File: src/sv/cedq_pkg.sv
package cedq_pkg;

    // Largest row the error memory can hold, and the widths that follow from it.
    localparam int MAX_WIDTH = 2048;
    localparam int COL_W     = (MAX_WIDTH > 1) ? $clog2(MAX_WIDTH) : 1;
    localparam int CNT_W     = COL_W + 1;

    // Fixed field widths.
    localparam int PIX_W      = 8;
    localparam int LEV_W      = 8;
    localparam int LW_W       = 12;
    localparam int ERR_W      = 8;
    localparam int CFG_IDX_W  = 1;
    localparam int CFG_DATA_W = 12;

    // Width used to compare the column count against the configured row width.
    localparam int CMP_W = (CNT_W > LW_W) ? CNT_W : LW_W;

    // Divider: a 16-bit dividend (k*255) by the 8-bit level count.
    localparam int NUM_W     = 16;
    localparam int DIV_STEPS = NUM_W;
    localparam int DIV_CNT_W = $clog2(DIV_STEPS);

    localparam logic [LEV_W-1:0] LEVELS_RESET     = LEV_W'(1);
    localparam logic [LW_W-1:0]  LINE_WIDTH_RESET = LW_W'(2048);

    typedef enum logic [CFG_IDX_W-1:0] {
        CFG_LEVELS     = 1'b0,
        CFG_LINE_WIDTH = 1'b1
    } cfg_index_t;

    typedef logic signed [ERR_W-1:0] err_t;

    typedef struct packed {
        logic             start;
        logic [NUM_W-1:0] num;
        logic [LEV_W-1:0] den;
    } div_req_t;

    typedef struct packed {
        logic             busy;
        logic             done;
        logic [PIX_W-1:0] quot;
    } div_rsp_t;

endpackage

File: src/sv/cedq_div.sv
module cedq_div (
    input  logic               clk,
    input  logic               rst_n,
    input  cedq_pkg::div_req_t req,
    output cedq_pkg::div_rsp_t rsp
);

    // Restoring divider, one quotient bit per cycle. The quotient is clamped to
    // the pixel range when presented.
    logic                             busy_reg;
    logic                             done_reg;
    logic [cedq_pkg::DIV_CNT_W-1:0]   step_reg;
    logic [cedq_pkg::NUM_W-1:0]       num_reg;
    logic [cedq_pkg::LEV_W-1:0]       rem_reg;
    logic [cedq_pkg::LEV_W-1:0]       den_reg;

    logic [cedq_pkg::LEV_W:0]         rem_shift;
    logic [cedq_pkg::LEV_W+1:0]       diff;
    logic                             ge;
    logic [cedq_pkg::LEV_W-1:0]       rem_next;
    logic [cedq_pkg::NUM_W-1:0]       num_next;

    always_comb
    begin
        rem_shift = {rem_reg, num_reg[cedq_pkg::NUM_W-1]};
        diff      = {1'b0, rem_shift} - {2'b00, den_reg};
        ge        = ~diff[cedq_pkg::LEV_W+1];
        rem_next  = ge ? diff[cedq_pkg::LEV_W-1:0] : rem_shift[cedq_pkg::LEV_W-1:0];
        num_next  = {num_reg[cedq_pkg::NUM_W-2:0], ge};
    end

    always_ff @(posedge clk or negedge rst_n)
    begin
        if (!rst_n)
        begin
            busy_reg <= 1'b0;
            done_reg <= 1'b0;
            step_reg <= '0;
        end
        else if (req.start)
        begin
            busy_reg <= 1'b1;
            done_reg <= 1'b0;
            step_reg <= cedq_pkg::DIV_CNT_W'(cedq_pkg::DIV_STEPS - 1);
        end
        else if (busy_reg)
        begin
            if (step_reg == '0)
            begin
                busy_reg <= 1'b0;
                done_reg <= 1'b1;
            end
            else
            begin
                step_reg <= step_reg - 1'b1;
            end
        end
    end

    always_ff @(posedge clk)
    begin
        if (req.start)
        begin
            num_reg <= req.num;
            rem_reg <= '0;
            den_reg <= req.den;
        end
        else if (busy_reg)
        begin
            num_reg <= num_next;
            rem_reg <= rem_next;
        end
    end

    assign rsp.busy = busy_reg;
    assign rsp.done = done_reg;
    assign rsp.quot = (num_reg[cedq_pkg::NUM_W-1:cedq_pkg::PIX_W] != '0)
                      ? '1 : num_reg[cedq_pkg::PIX_W-1:0];

endmodule
File: config.mk
export PLATFORM = sky130hd
export DESIGN_NAME = cedq_div
export DESIGN_NICKNAME = d
export VERILOG_FILES = /design/src/sv/cedq_pkg.sv /design/src/sv/cedq_div.sv
export SDC_FILE = /design/constraint.sdc
export NUM_CORES = 1
export LEC_CHECK = 0
export BUFFER_PORTS_ARGS = -buffer_cell sky130_fd_sc_hd__buf_4
export CORE_MARGIN = 2
export CORE_UTILIZATION = 50
export DETAILED_ROUTE_END_ITERATION = 16
export PLACE_DENSITY = 0.82
export SYNTH_ARGS = -nofsm -noshare
export SYNTH_HDL_FRONTEND = slang
export SYNTH_SLANG_ARGS = --single-unit
File: constraint.sdc
create_clock -name clk -period 2.1 [get_ports clk]
set_input_delay 0.21 -clock clk [delete_from_list [all_inputs] [get_ports clk]]
set_output_delay 0.21 -clock clk [all_outputs]
set_load 0.02 [all_outputs]
==> qor.yml, run 1 <==
mappedNetlistNets: 212
gr-usage-all-layers_pct: 18.3
fillerInstances: 302
vdd_drop_max_v: 0.000586
dp.cells: 259
most_used_cells_in_the_layout_excluding_fill_and_tap_cells: "sky130_fd_sc_hd__buf_4 (41), sky130_fd_sc_hd__edfxtp_1 (24), sky130_fd_sc_hd__inv_1 (16), sky130_fd_sc_hd__mux2_2 (16), sky130_fd_sc_hd__nand2_1 (10)"
post_route_cells_drive_above_1_share_pct: 35.6
clk-insertion-delay-late_ps: 290
timing.critical_path.from: "rem_reg[5]"
cts_htree_levels: 2
switching_power_total_uw: 843
cts_tree: "built"
number_of_storage_elements_in_the_synthesis_netlist: 38
synth_area_per_cell_um2: 11.5
final-hold-violation-count: 0
worst_reg2reg_startpoint: "rem_reg[5]"
place_congestion: 0.911
layout-area-overhead-vs-synth_pct: 21.6
place_worst_setup_slack_ps: 97.0
grt_first_pass_wirelength_um: 6150
finalSetupTns_ps: 0
instances_no_fill: 269
grt_antenna_before_repair: 0
switching_share_of_total_power_pct: 33.8
clkTransAtPathRegs_ps: 80
critical_path.n_buffers_inverters: 0
edff_count_synth: 24
area_of_the_die_um2: 4560
crit_path_top_delay_cell: "sky130_fd_sc_hd__ha_1"
netlist_area_um2: 2020
largest_reg_flops: 16
cpPeakStageDelay_ps: 400
timing.max_cap.violations: 0
placed_cell_area_um2: 2340
drcViolationCount: 0
worst_slew_pin_slew_ps: 536
layout.nets: 255
yosys_warnings: 0
overflow: 0
synth-main-ff-cell: "sky130_fd_sc_hd__edfxtp_1"
seqPwrFrac_pct: 41.5
detailroute.via_count: 1423
cts_root_buffer: "sky130_fd_sc_hd__clkbuf_8"
total_routed_wirelength_um: 3670
antenna_left: 0
report.final.setup_viol: 0
crit_path_end_kind: "flip-flop"
cell_chain_critical_path: "ha_1 > a21oi_2 > o221ai_1 > or2_4 > mux2_2"
crit_path_class: "reg -> reg"
max_clock_freq_ghz: 0.497
layout_min_cycle_time_ps: 2010
via_count_of_the_first_global_routing_pass: 1385
cts_made_buffers: 5
antenna_cells_inserted: 0
dp.final_hpwl_um: 2650
async_reset_ff_share_pct: 15.8
die_height_um: 67.6
crit_path_start_kind: "flip-flop"
setup_ws_ps: 87.3
power.combinational.fraction_pct: 38.0
initial_core_util_pct: 51.2
boundaryPins: 37
ys_seq_area_share_pct: 51.1
route.detailed.vias_per_inst: 5.29
avgRoutedWirePerCell_um: 13.6
most_frequent_standard_cell_in_the_layout_excluding_fill_and_tap_cells: "sky130_fd_sc_hd__buf_4"
stdcell_area_um2: 2450
drtPass1Iterations: 4
worst_hold_path_type: "in -> reg"
grt_max_degree: 34
power.density_cell_area_nw_per_um2: 1020
netlist_instances: 175
post-route-period-util_pct: 95.8
p_int_uw: 1650
cts_sinks: 38
detail_route.iter0.violations: 70
clk_path_buf_depth: 2
placement_rows: 23
port_buffers: 36
timing.clock.skew_ps: 10.7
arrival_time_of_the_worst_setup_path_ps: 2060
cpLargestDelayFamily: "compound AO/OA/AOI/OAI gates"
final-max-slew-violation-count: 0
status: "finished clean"
fp.dieW_um: 67.6
cp.required_ps: 2150
power.share.clock_pct: 20.5
synth.lib_cells_used.distinct: 44
timing.critical_path.fanout_max: 7
worst_min_delay_path_startpoint: "req[0]"
maxSlewHeadroom_pct: 64.2
fin_total_pwr_uw: 2500
leakagePower_uw: 0.00100
placeableCoreArea_um2: 3940
kinds of logic after synthesis:
family	after synthesis	synth area share [%]
simple gates	48	12.8
buf+inv	22	4.83
flops	38	51.1
mux	18	9.91
xor+xnor	5	2.17
compound gates	34	12.7
fa+ha+maj	10	6.57
Yosys cell counts, types with 2 or more instances:
library cell               number  share of area (%)
sky130_fd_sc_hd__edfxtp_1      24                 36
sky130_fd_sc_hd__inv_1         16                3.0
sky130_fd_sc_hd__mux2_2        16                8.9
sky130_fd_sc_hd__nand2_1       10                1.9
sky130_fd_sc_hd__ha_1           9                5.6
sky130_fd_sc_hd__nor2_1         9                1.7
sky130_fd_sc_hd__dfxtp_1        8                7.9
sky130_fd_sc_hd__or2_2          8                2.5
sky130_fd_sc_hd__dfrtp_1        6                7.4
sky130_fd_sc_hd__nand2b_1       6                1.9
sky130_fd_sc_hd__a21oi_1        5                1.2
sky130_fd_sc_hd__nor4_1         4                1.2
sky130_fd_sc_hd__o21ai_0        4               0.99
sky130_fd_sc_hd__xnor2_1        4                1.7
sky130_fd_sc_hd__a31oi_1        3               0.93
sky130_fd_sc_hd__a32oi_1        3                1.3
sky130_fd_sc_hd__clkbuf_1       3               0.56
sky130_fd_sc_hd__nand3_1        3               0.74
sky130_fd_sc_hd__o21ai_1        3               0.74
sky130_fd_sc_hd__a211o_1        2               0.87
sky130_fd_sc_hd__buf_4          2               0.74
sky130_fd_sc_hd__mux2i_1        2               0.99
sky130_fd_sc_hd__nor3b_1        2               0.74
sky130_fd_sc_hd__o311ai_1       2               0.87
sky130_fd_sc_hd__o31ai_1        2               0.74
power by group through the flow:
stage / combinational (µW) / sequential (µW) / clock (µW)
after floorplan: 750 / 1020 / 0
after global placement: 901 / 1050 / 0
after detailed placement: 908 / 1050 / 0
after CTS: 913 / 1040 / 522
after global routing: 1060 / 1050 / 553
final: 949 / 1040 / 512
layer usage:
layer | GRT usage (%) | wire (µm) | vias to the layer above
li1 | - | - | 724
met1 | 24.6 | 1700 | 655
met2 | 26.6 | 1700 | 36
met3 | 5.17 | 173 | 8
met4 | 9.95 | 95 | 0
met5 | 0 | 0 | -
through the flow:
stage | util [%] | hold WS (ps)
floorplan | - | -85.6
global placement | 59.5 | 21.2
detailed placement | 59.5 | 20.7
CTS | 62.0 | 86.3
global route | 62.3 | 85.9
finish | 62.3 | 94.9
final cells by class:
class / count / area (µm²) / share of cell area [%]
flip-flops and latches: 38 / 1030 / 42.0
multi-input cells: 115 / 893 / 36.4
repair buffers: 42 / 318 / 12.9
clock buffers: 8 / 90.1 / 3.67
well taps: 50 / 62.6 / 2.55
inverters: 16 / 60.1 / 2.45
path summary, 6_finish.rpt:
kind                          endpoint  slack (ps)  cells after the start
min reg2reg                 rem_reg[2]         470                      2
min in group asynchronous  step_reg[3]         260                      2
max in group asynchronous  step_reg[0]        1720                      2
min                         den_reg[0]          90                      1
max reg2reg                 num_reg[0]          90                      5
max                         num_reg[0]          90                      5
timing repair:
| action | CTS | global route |
|---|---|---|
| setup endpoints to repair | 0 | 2 |
| hold buffers | 1 | 0 |
| buffers inserted | 0 | 1 |
| hold endpoints to repair | 6 | 0 |
| resized for setup | 0 | 1 |
Note: power is estimated with default switching activity, not from simulation.
==> run 2: changes to the inputs <==
Settings changed: PLACE_DENSITY 0.82 to 0.86, SETUP_SLACK_MARGIN set to 0.15.
==> run 2 against run 1 <==
Net effect: clock-buffer cell count decreased by 3; fmax increased by 2.7%; final area increased by 6.9%; utilization increased by 4.3 points; via count increased by 6.3%; setup slack improved by 52 ps; combinational power increased by 32%; power increased by 17%; sequential share of layout area decreased by 2.7 points; flip-flop and latch count unchanged; clock skew decreased by 5.4 ps; largest cell class is now multi-input combinational cells.
==> qor.yml, run 2 (synthesis gave the netlist of run 1 again) <==
place_congestion: 0.877
power.density_cell_area_nw_per_um2: 1120
largest_reg_flops: 16
grt_max_degree: 34
crit_path_class: "reg -> reg"
layout-area-overhead-vs-synth_pct: 29.9
clk_path_buf_depth: 2
finalSetupTns_ps: 0
avgRoutedWirePerCell_um: 16.6
most_used_cells_in_the_layout_excluding_fill_and_tap_cells: "sky130_fd_sc_hd__buf_4 (40), sky130_fd_sc_hd__edfxtp_1 (24), sky130_fd_sc_hd__mux2_2 (16)"
layout.nets: 254
final-max-slew-violation-count: 0
dp.final_hpwl_um: 2860
antenna_cells_inserted: 0
fillerInstances: 276
grt.met2_usage_pct: 32.4
grt_antenna_before_repair: 0
instances_no_fill: 268
timing.clock.skew_ps: 5.31
fp.dieW_um: 67.6
clk-insertion-delay-late_ps: 290
post-cts-setup-buffer-count: 0
crit_path_start_kind: "flip-flop"
placeableCoreArea_um2: 3940
placement_rows: 23
detailroute.via_count: 1513
detail_route.iter0.violations: 65
report.final.setup_viol: 0
worst_hold_path_type: "in -> reg"
initial_core_util_pct: 51.2
arrival_time_of_the_worst_setup_path_ps: 2140
vdd_drop_max_v: 0.000708
final-hold-violation-count: 0
layout_min_cycle_time_ps: 1960
cts_made_buffers: 5
die_height_um: 67.6
post-route-period-util_pct: 93.3
overflow: 0
timing.critical_path.fanout_max: 4
most_used_routing_layer: "met2"
groute.layer.met1.usage_pct: 25.1
dp.cells: 259
port_buffers: 36
gr-usage-met3_pct: 5.67
boundaryPins: 37
clkTransAtPathRegs_ps: 80
leakagePower_uw: 0.00102
maxSlewHeadroom_pct: 57.6
worst_slew_pin_slew_ps: 634
grt_setup_unrepaired: "yes"
cp.required_ps: 2280
cts_htree_levels: 2
post_route_cells_drive_above_1_share_pct: 45.0
area_of_the_die_um2: 4560
status: "finished clean"
cts_root_buffer: "sky130_fd_sc_hd__clkbuf_8"
cts_sinks: 38
most_frequent_standard_cell_in_the_layout_excluding_fill_and_tap_cells: "sky130_fd_sc_hd__buf_4"
gr-usage-all-layers_pct: 20.1
total_routed_wirelength_um: 4460
max_clock_freq_ghz: 0.510
timing.max_cap.violations: 0
crit_path_end_kind: "flip-flop"
cts_tree: "built"
antenna_left: 0
drtPass1Iterations: 4
postLayoutCoreUtil_pct: 66.6
drcViolationCount: 0
route.detailed.vias_per_inst: 5.65
grt_first_pass_wirelength_um: 6640
via_count_of_the_first_global_routing_pass: 1492
==> run 2: changes by cell type in the layout (fill, tap and decap cells not counted), sizes merged <==
cell | previous run | this run
clkbuf | 8 | 5
bufinv | 0 | 1
buf | 41 | 40
clkinv | 0 | 2
==> run 2: final timing paths <==
kind | start | end | slack [ps] | cells after the start
max reg2reg | den_reg[1] | rem_reg[2] | 140 | 7
max | den_reg[1] | rem_reg[2] | 140 | 7
min reg2reg | rem_reg[5] | rem_reg[5] | 510 | 2
max in group asynchronous | rst_n | done_reg | 1730 | 2
min in group asynchronous | rst_n | step_reg[2] | 260 | 2
min | req[7] | den_reg[7] | 90 | 1
==> run 2: per-layer routing <==
| layer | routed length, µm | part of all wire (%) | vias to the layer above |
|---|---|---|---|
| met5 | 0 | 0 | - |
| met4 | 114 | 2.6 | 0 |
| met3 | 200 | 4.5 | 11 |
| met2 | 2300 | 52 | 49 |
| met1 | 1840 | 41 | 732 |
| li1 | - | - | 721 |
==> run 2: worst max-delay path, cell delays in order, from the launching register on <==
cell	delay (ps)
sky130_fd_sc_hd__edfxtp_1	380
sky130_fd_sc_hd__inv_1	60
sky130_fd_sc_hd__ha_1	330
sky130_fd_sc_hd__nand2b_4	90
sky130_fd_sc_hd__a2111oi_4	430
sky130_fd_sc_hd__or2_4	230
sky130_fd_sc_hd__mux2i_2	220
sky130_fd_sc_hd__o21ai_1	100
==> run 2: area by class of cell <==
cell class	count	area (µm²)	area share, %
Multi-Input combinational cell	115	1050	40.1
Clock buffer	5	68.8	2.62
Inverter	16	60.1	2.29
Sequential cell	38	1030	39.3
Clock inverter	3	40.0	1.53
Timing Repair Buffer	41	310	11.8
Tap cell	50	62.6	2.38
==> run 2: power breakdown <==
group / total (µW) / internal (µW) / switching [µW] / leakage [µW]
registers: 1070 / 944 / 124 / 0.000376
clock network: 609 / 349 / 260 / 0.0000579
logic: 1250 / 596 / 658 / 0.000590
==> run 2: timing repair <==
item | CTS | global route
hold buffers | 1 | 0
resized for setup | 5 | 24
pin swaps | 3 | 8
endpoints found under the setup margin | 4 | 17
hold endpoints to repair | 6 | 0
gates cloned | 0 | 0
==> run 2: per-stage QoR <==
step                total power (µW)  area, µm²  setup slack [ps]  hold WS [ps]
floorplan                       1770       2020               175         -85.6
global placement                1940       2340               158          20.4
detailed placement              1980       2340              97.9          20.0
CTS                             2650       2480               139          81.5
global route                    3090       2620              69.3          75.0
finish                          2930       2620               140          88.2
==> run 3: changes to the inputs <==
Settings changed: CORE_UTILIZATION 50 to 35, PLACE_DENSITY 0.86 to not set.
==> run 3 against run 2 <==
Net effect: utilization down 20 points; register-to-register slack better by 70 ps; fmax up 3.5%; hold slack better by 1.8 ps; power down 11%; critical path type unchanged.
==> qor.yml, run 3 (synthesis gave the netlist of run 1 again) <==
timing.clock.skew_ps: 7.88
area_of_the_die_um2: 6390
arrival_time_of_the_worst_setup_path_ps: 2070
timing.critical_path.from: "num_reg[15]"
drcViolationCount: 0
max_clock_freq_ghz: 0.528
clk_path_buf_depth: 2
overflow: 0
maxSlewHeadroom_pct: 60.1
cp.required_ps: 2270
post_route_cells_drive_above_1_share_pct: 40.6
power.density_cell_area_nw_per_um2: 1010
largest_reg_flops: 16
gr-usage-all-layers_pct: 13.7
grt_first_pass_wirelength_um: 6550
via_count_of_the_first_global_routing_pass: 1403
cts_sinks: 38
crit_path_end_kind: "flip-flop"
placement_rows: 27
worst_hold_path_type: "in -> reg"
clkTransAtPathRegs_ps: 80
cell_chain_critical_path: "inv_1 > ha_1 > fa_1 > nand2b_1 > a21oi_2 > nor4_1 > a311oi_1 > o31ai_1"
worst_min_delay_path_startpoint: "req[1]"
most_frequent_standard_cell_in_the_layout_excluding_fill_and_tap_cells: "sky130_fd_sc_hd__buf_4"
dp.final_hpwl_um: 2900
layout.nets: 256
route.detailed.vias_per_inst: 4.91
cpPeakStageDelay_ps: 400
fin_worst_hold_slack_ps: 90.0
die_height_um: 80.0
crit_path_start_kind: "flip-flop"
finalSetupTns_ps: 0
report.final.setup_viol: 0
antenna_left: 0
final-max-slew-violation-count: 0
cts_tree: "built"
port_buffers: 36
crit_path_class: "reg -> reg"
leakagePower_uw: 0.00102
place_congestion: 0.827
avgRoutedWirePerCell_um: 14.1
grt_max_degree: 34
cts_made_buffers: 5
layout_min_cycle_time_ps: 1890
grt_setup_unrepaired: "yes"
worst_slew_pin_slew_ps: 597
most_used_cells_in_the_layout_excluding_fill_and_tap_cells: "sky130_fd_sc_hd__buf_4 (41), sky130_fd_sc_hd__edfxtp_1 (24), sky130_fd_sc_hd__inv_1 (16), sky130_fd_sc_hd__mux2_2 (16), sky130_fd_sc_hd__nand2_1 (9)"
fp.dieW_um: 80.0
cts_root_buffer: "sky130_fd_sc_hd__clkbuf_8"
placeableCoreArea_um2: 5540
timing.max_cap.violations: 0
timing.critical_path.fanout_max: 2
status: "finished clean"
crit_path_top_delay_cell: "sky130_fd_sc_hd__fa_1"
detail_route.iter0.violations: 63
detailroute.via_count: 1430
reg2regPathDepth: 8
worst_reg2reg_startpoint: "num_reg[15]"
layout-area-overhead-vs-synth_pct: 27.7
drtPass1Iterations: 4
clk-insertion-delay-late_ps: 290
boundaryPins: 37
cts_htree_levels: 2
post-route-period-util_pct: 90.2
path_depth: 8
critical_path.endpoint: "rem_reg[6]"
initial_core_util_pct: 36.4
cpLargestDelayFamily: "adder cells"
total_routed_wirelength_um: 4100
antenna_cells_inserted: 0
r2r_end: "rem_reg[6]"
r2r_setup_slack_ps: 210
vdd_drop_max_v: 0.000549
final-hold-violation-count: 0
grt_antenna_before_repair: 0
critical_path.n_buffers_inverters: 1
[run 3: worst min path at each step]
stage | to | depth (start not counted)
after CTS | den_reg[5] | 1
after global routing | den_reg[1] | 1
after detailed placement | step_reg[0] | 1
after floorplan | busy_reg | 0
final | den_reg[1] | 1
after global placement | step_reg[0] | 1
[run 3: layout make-up]
class                      instances  area [µm²]
fill                             533        2960
timing repair buffer              43         329
clock buffer                       7        76.3
multi-input combinational        115         992
inverter                          16        60.1
tap                               72        90.1
sequential                        38        1030
[run 3: repair_timing]
item / 4_1_cts / 5_1_grt
pin swaps: 1 / 5
buffers inserted: 1 / 1
setup endpoints to repair: 12 / 17
hold endpoints to repair: 6 / 0
hold buffers: 1 / 0
gates resized for setup: 11 / 11
[run 3: power breakdown]
part / leakage, µW / internal, µW / total, µW / switching (µW)
logic: 0.000601 / 508 / 1090 / 577
clock network: 0.0000383 / 229 / 483 / 254
registers: 0.000376 / 944 / 1040 / 97.5
total: 0.00102 / 1680 / 2610 / 929
[run 3: metal layers]
metal	wire (µm)	share of wire (%)	vias up	GRT usage [%]
met3	103	2.5	7	3.39
met1	2020	49	683	18.1
met2	1900	46	17	21.2
met5	0	0	-	0
li1	-	-	723	-
met4	73	1.8	0	6.10
[run 3: through the flow]
step	utilization, %	worst slack (ps)	std cells	power, µW	area [µm²]
final	46.5	205	291	2610	2580
after global routing	46.5	68.4	291	2790	2580
after floorplan	-	175	175	1770	2020
after CTS	45.3	136	290	2500	2510
after detailed placement	42.8	39.1	281	1960	2370
after global placement	42.8	97.5	281	1950	2370
[run 3: worst register-to-register path: stages, from the launching register on]
cell and delay, ps:
sky130_fd_sc_hd__edfxtp_1 380, sky130_fd_sc_hd__inv_1 60, sky130_fd_sc_hd__ha_1 210, sky130_fd_sc_hd__fa_1 400, sky130_fd_sc_hd__nand2b_1 190, sky130_fd_sc_hd__a21oi_2 180
sky130_fd_sc_hd__nor4_1 60, sky130_fd_sc_hd__a311oi_1 210, sky130_fd_sc_hd__o31ai_1 90
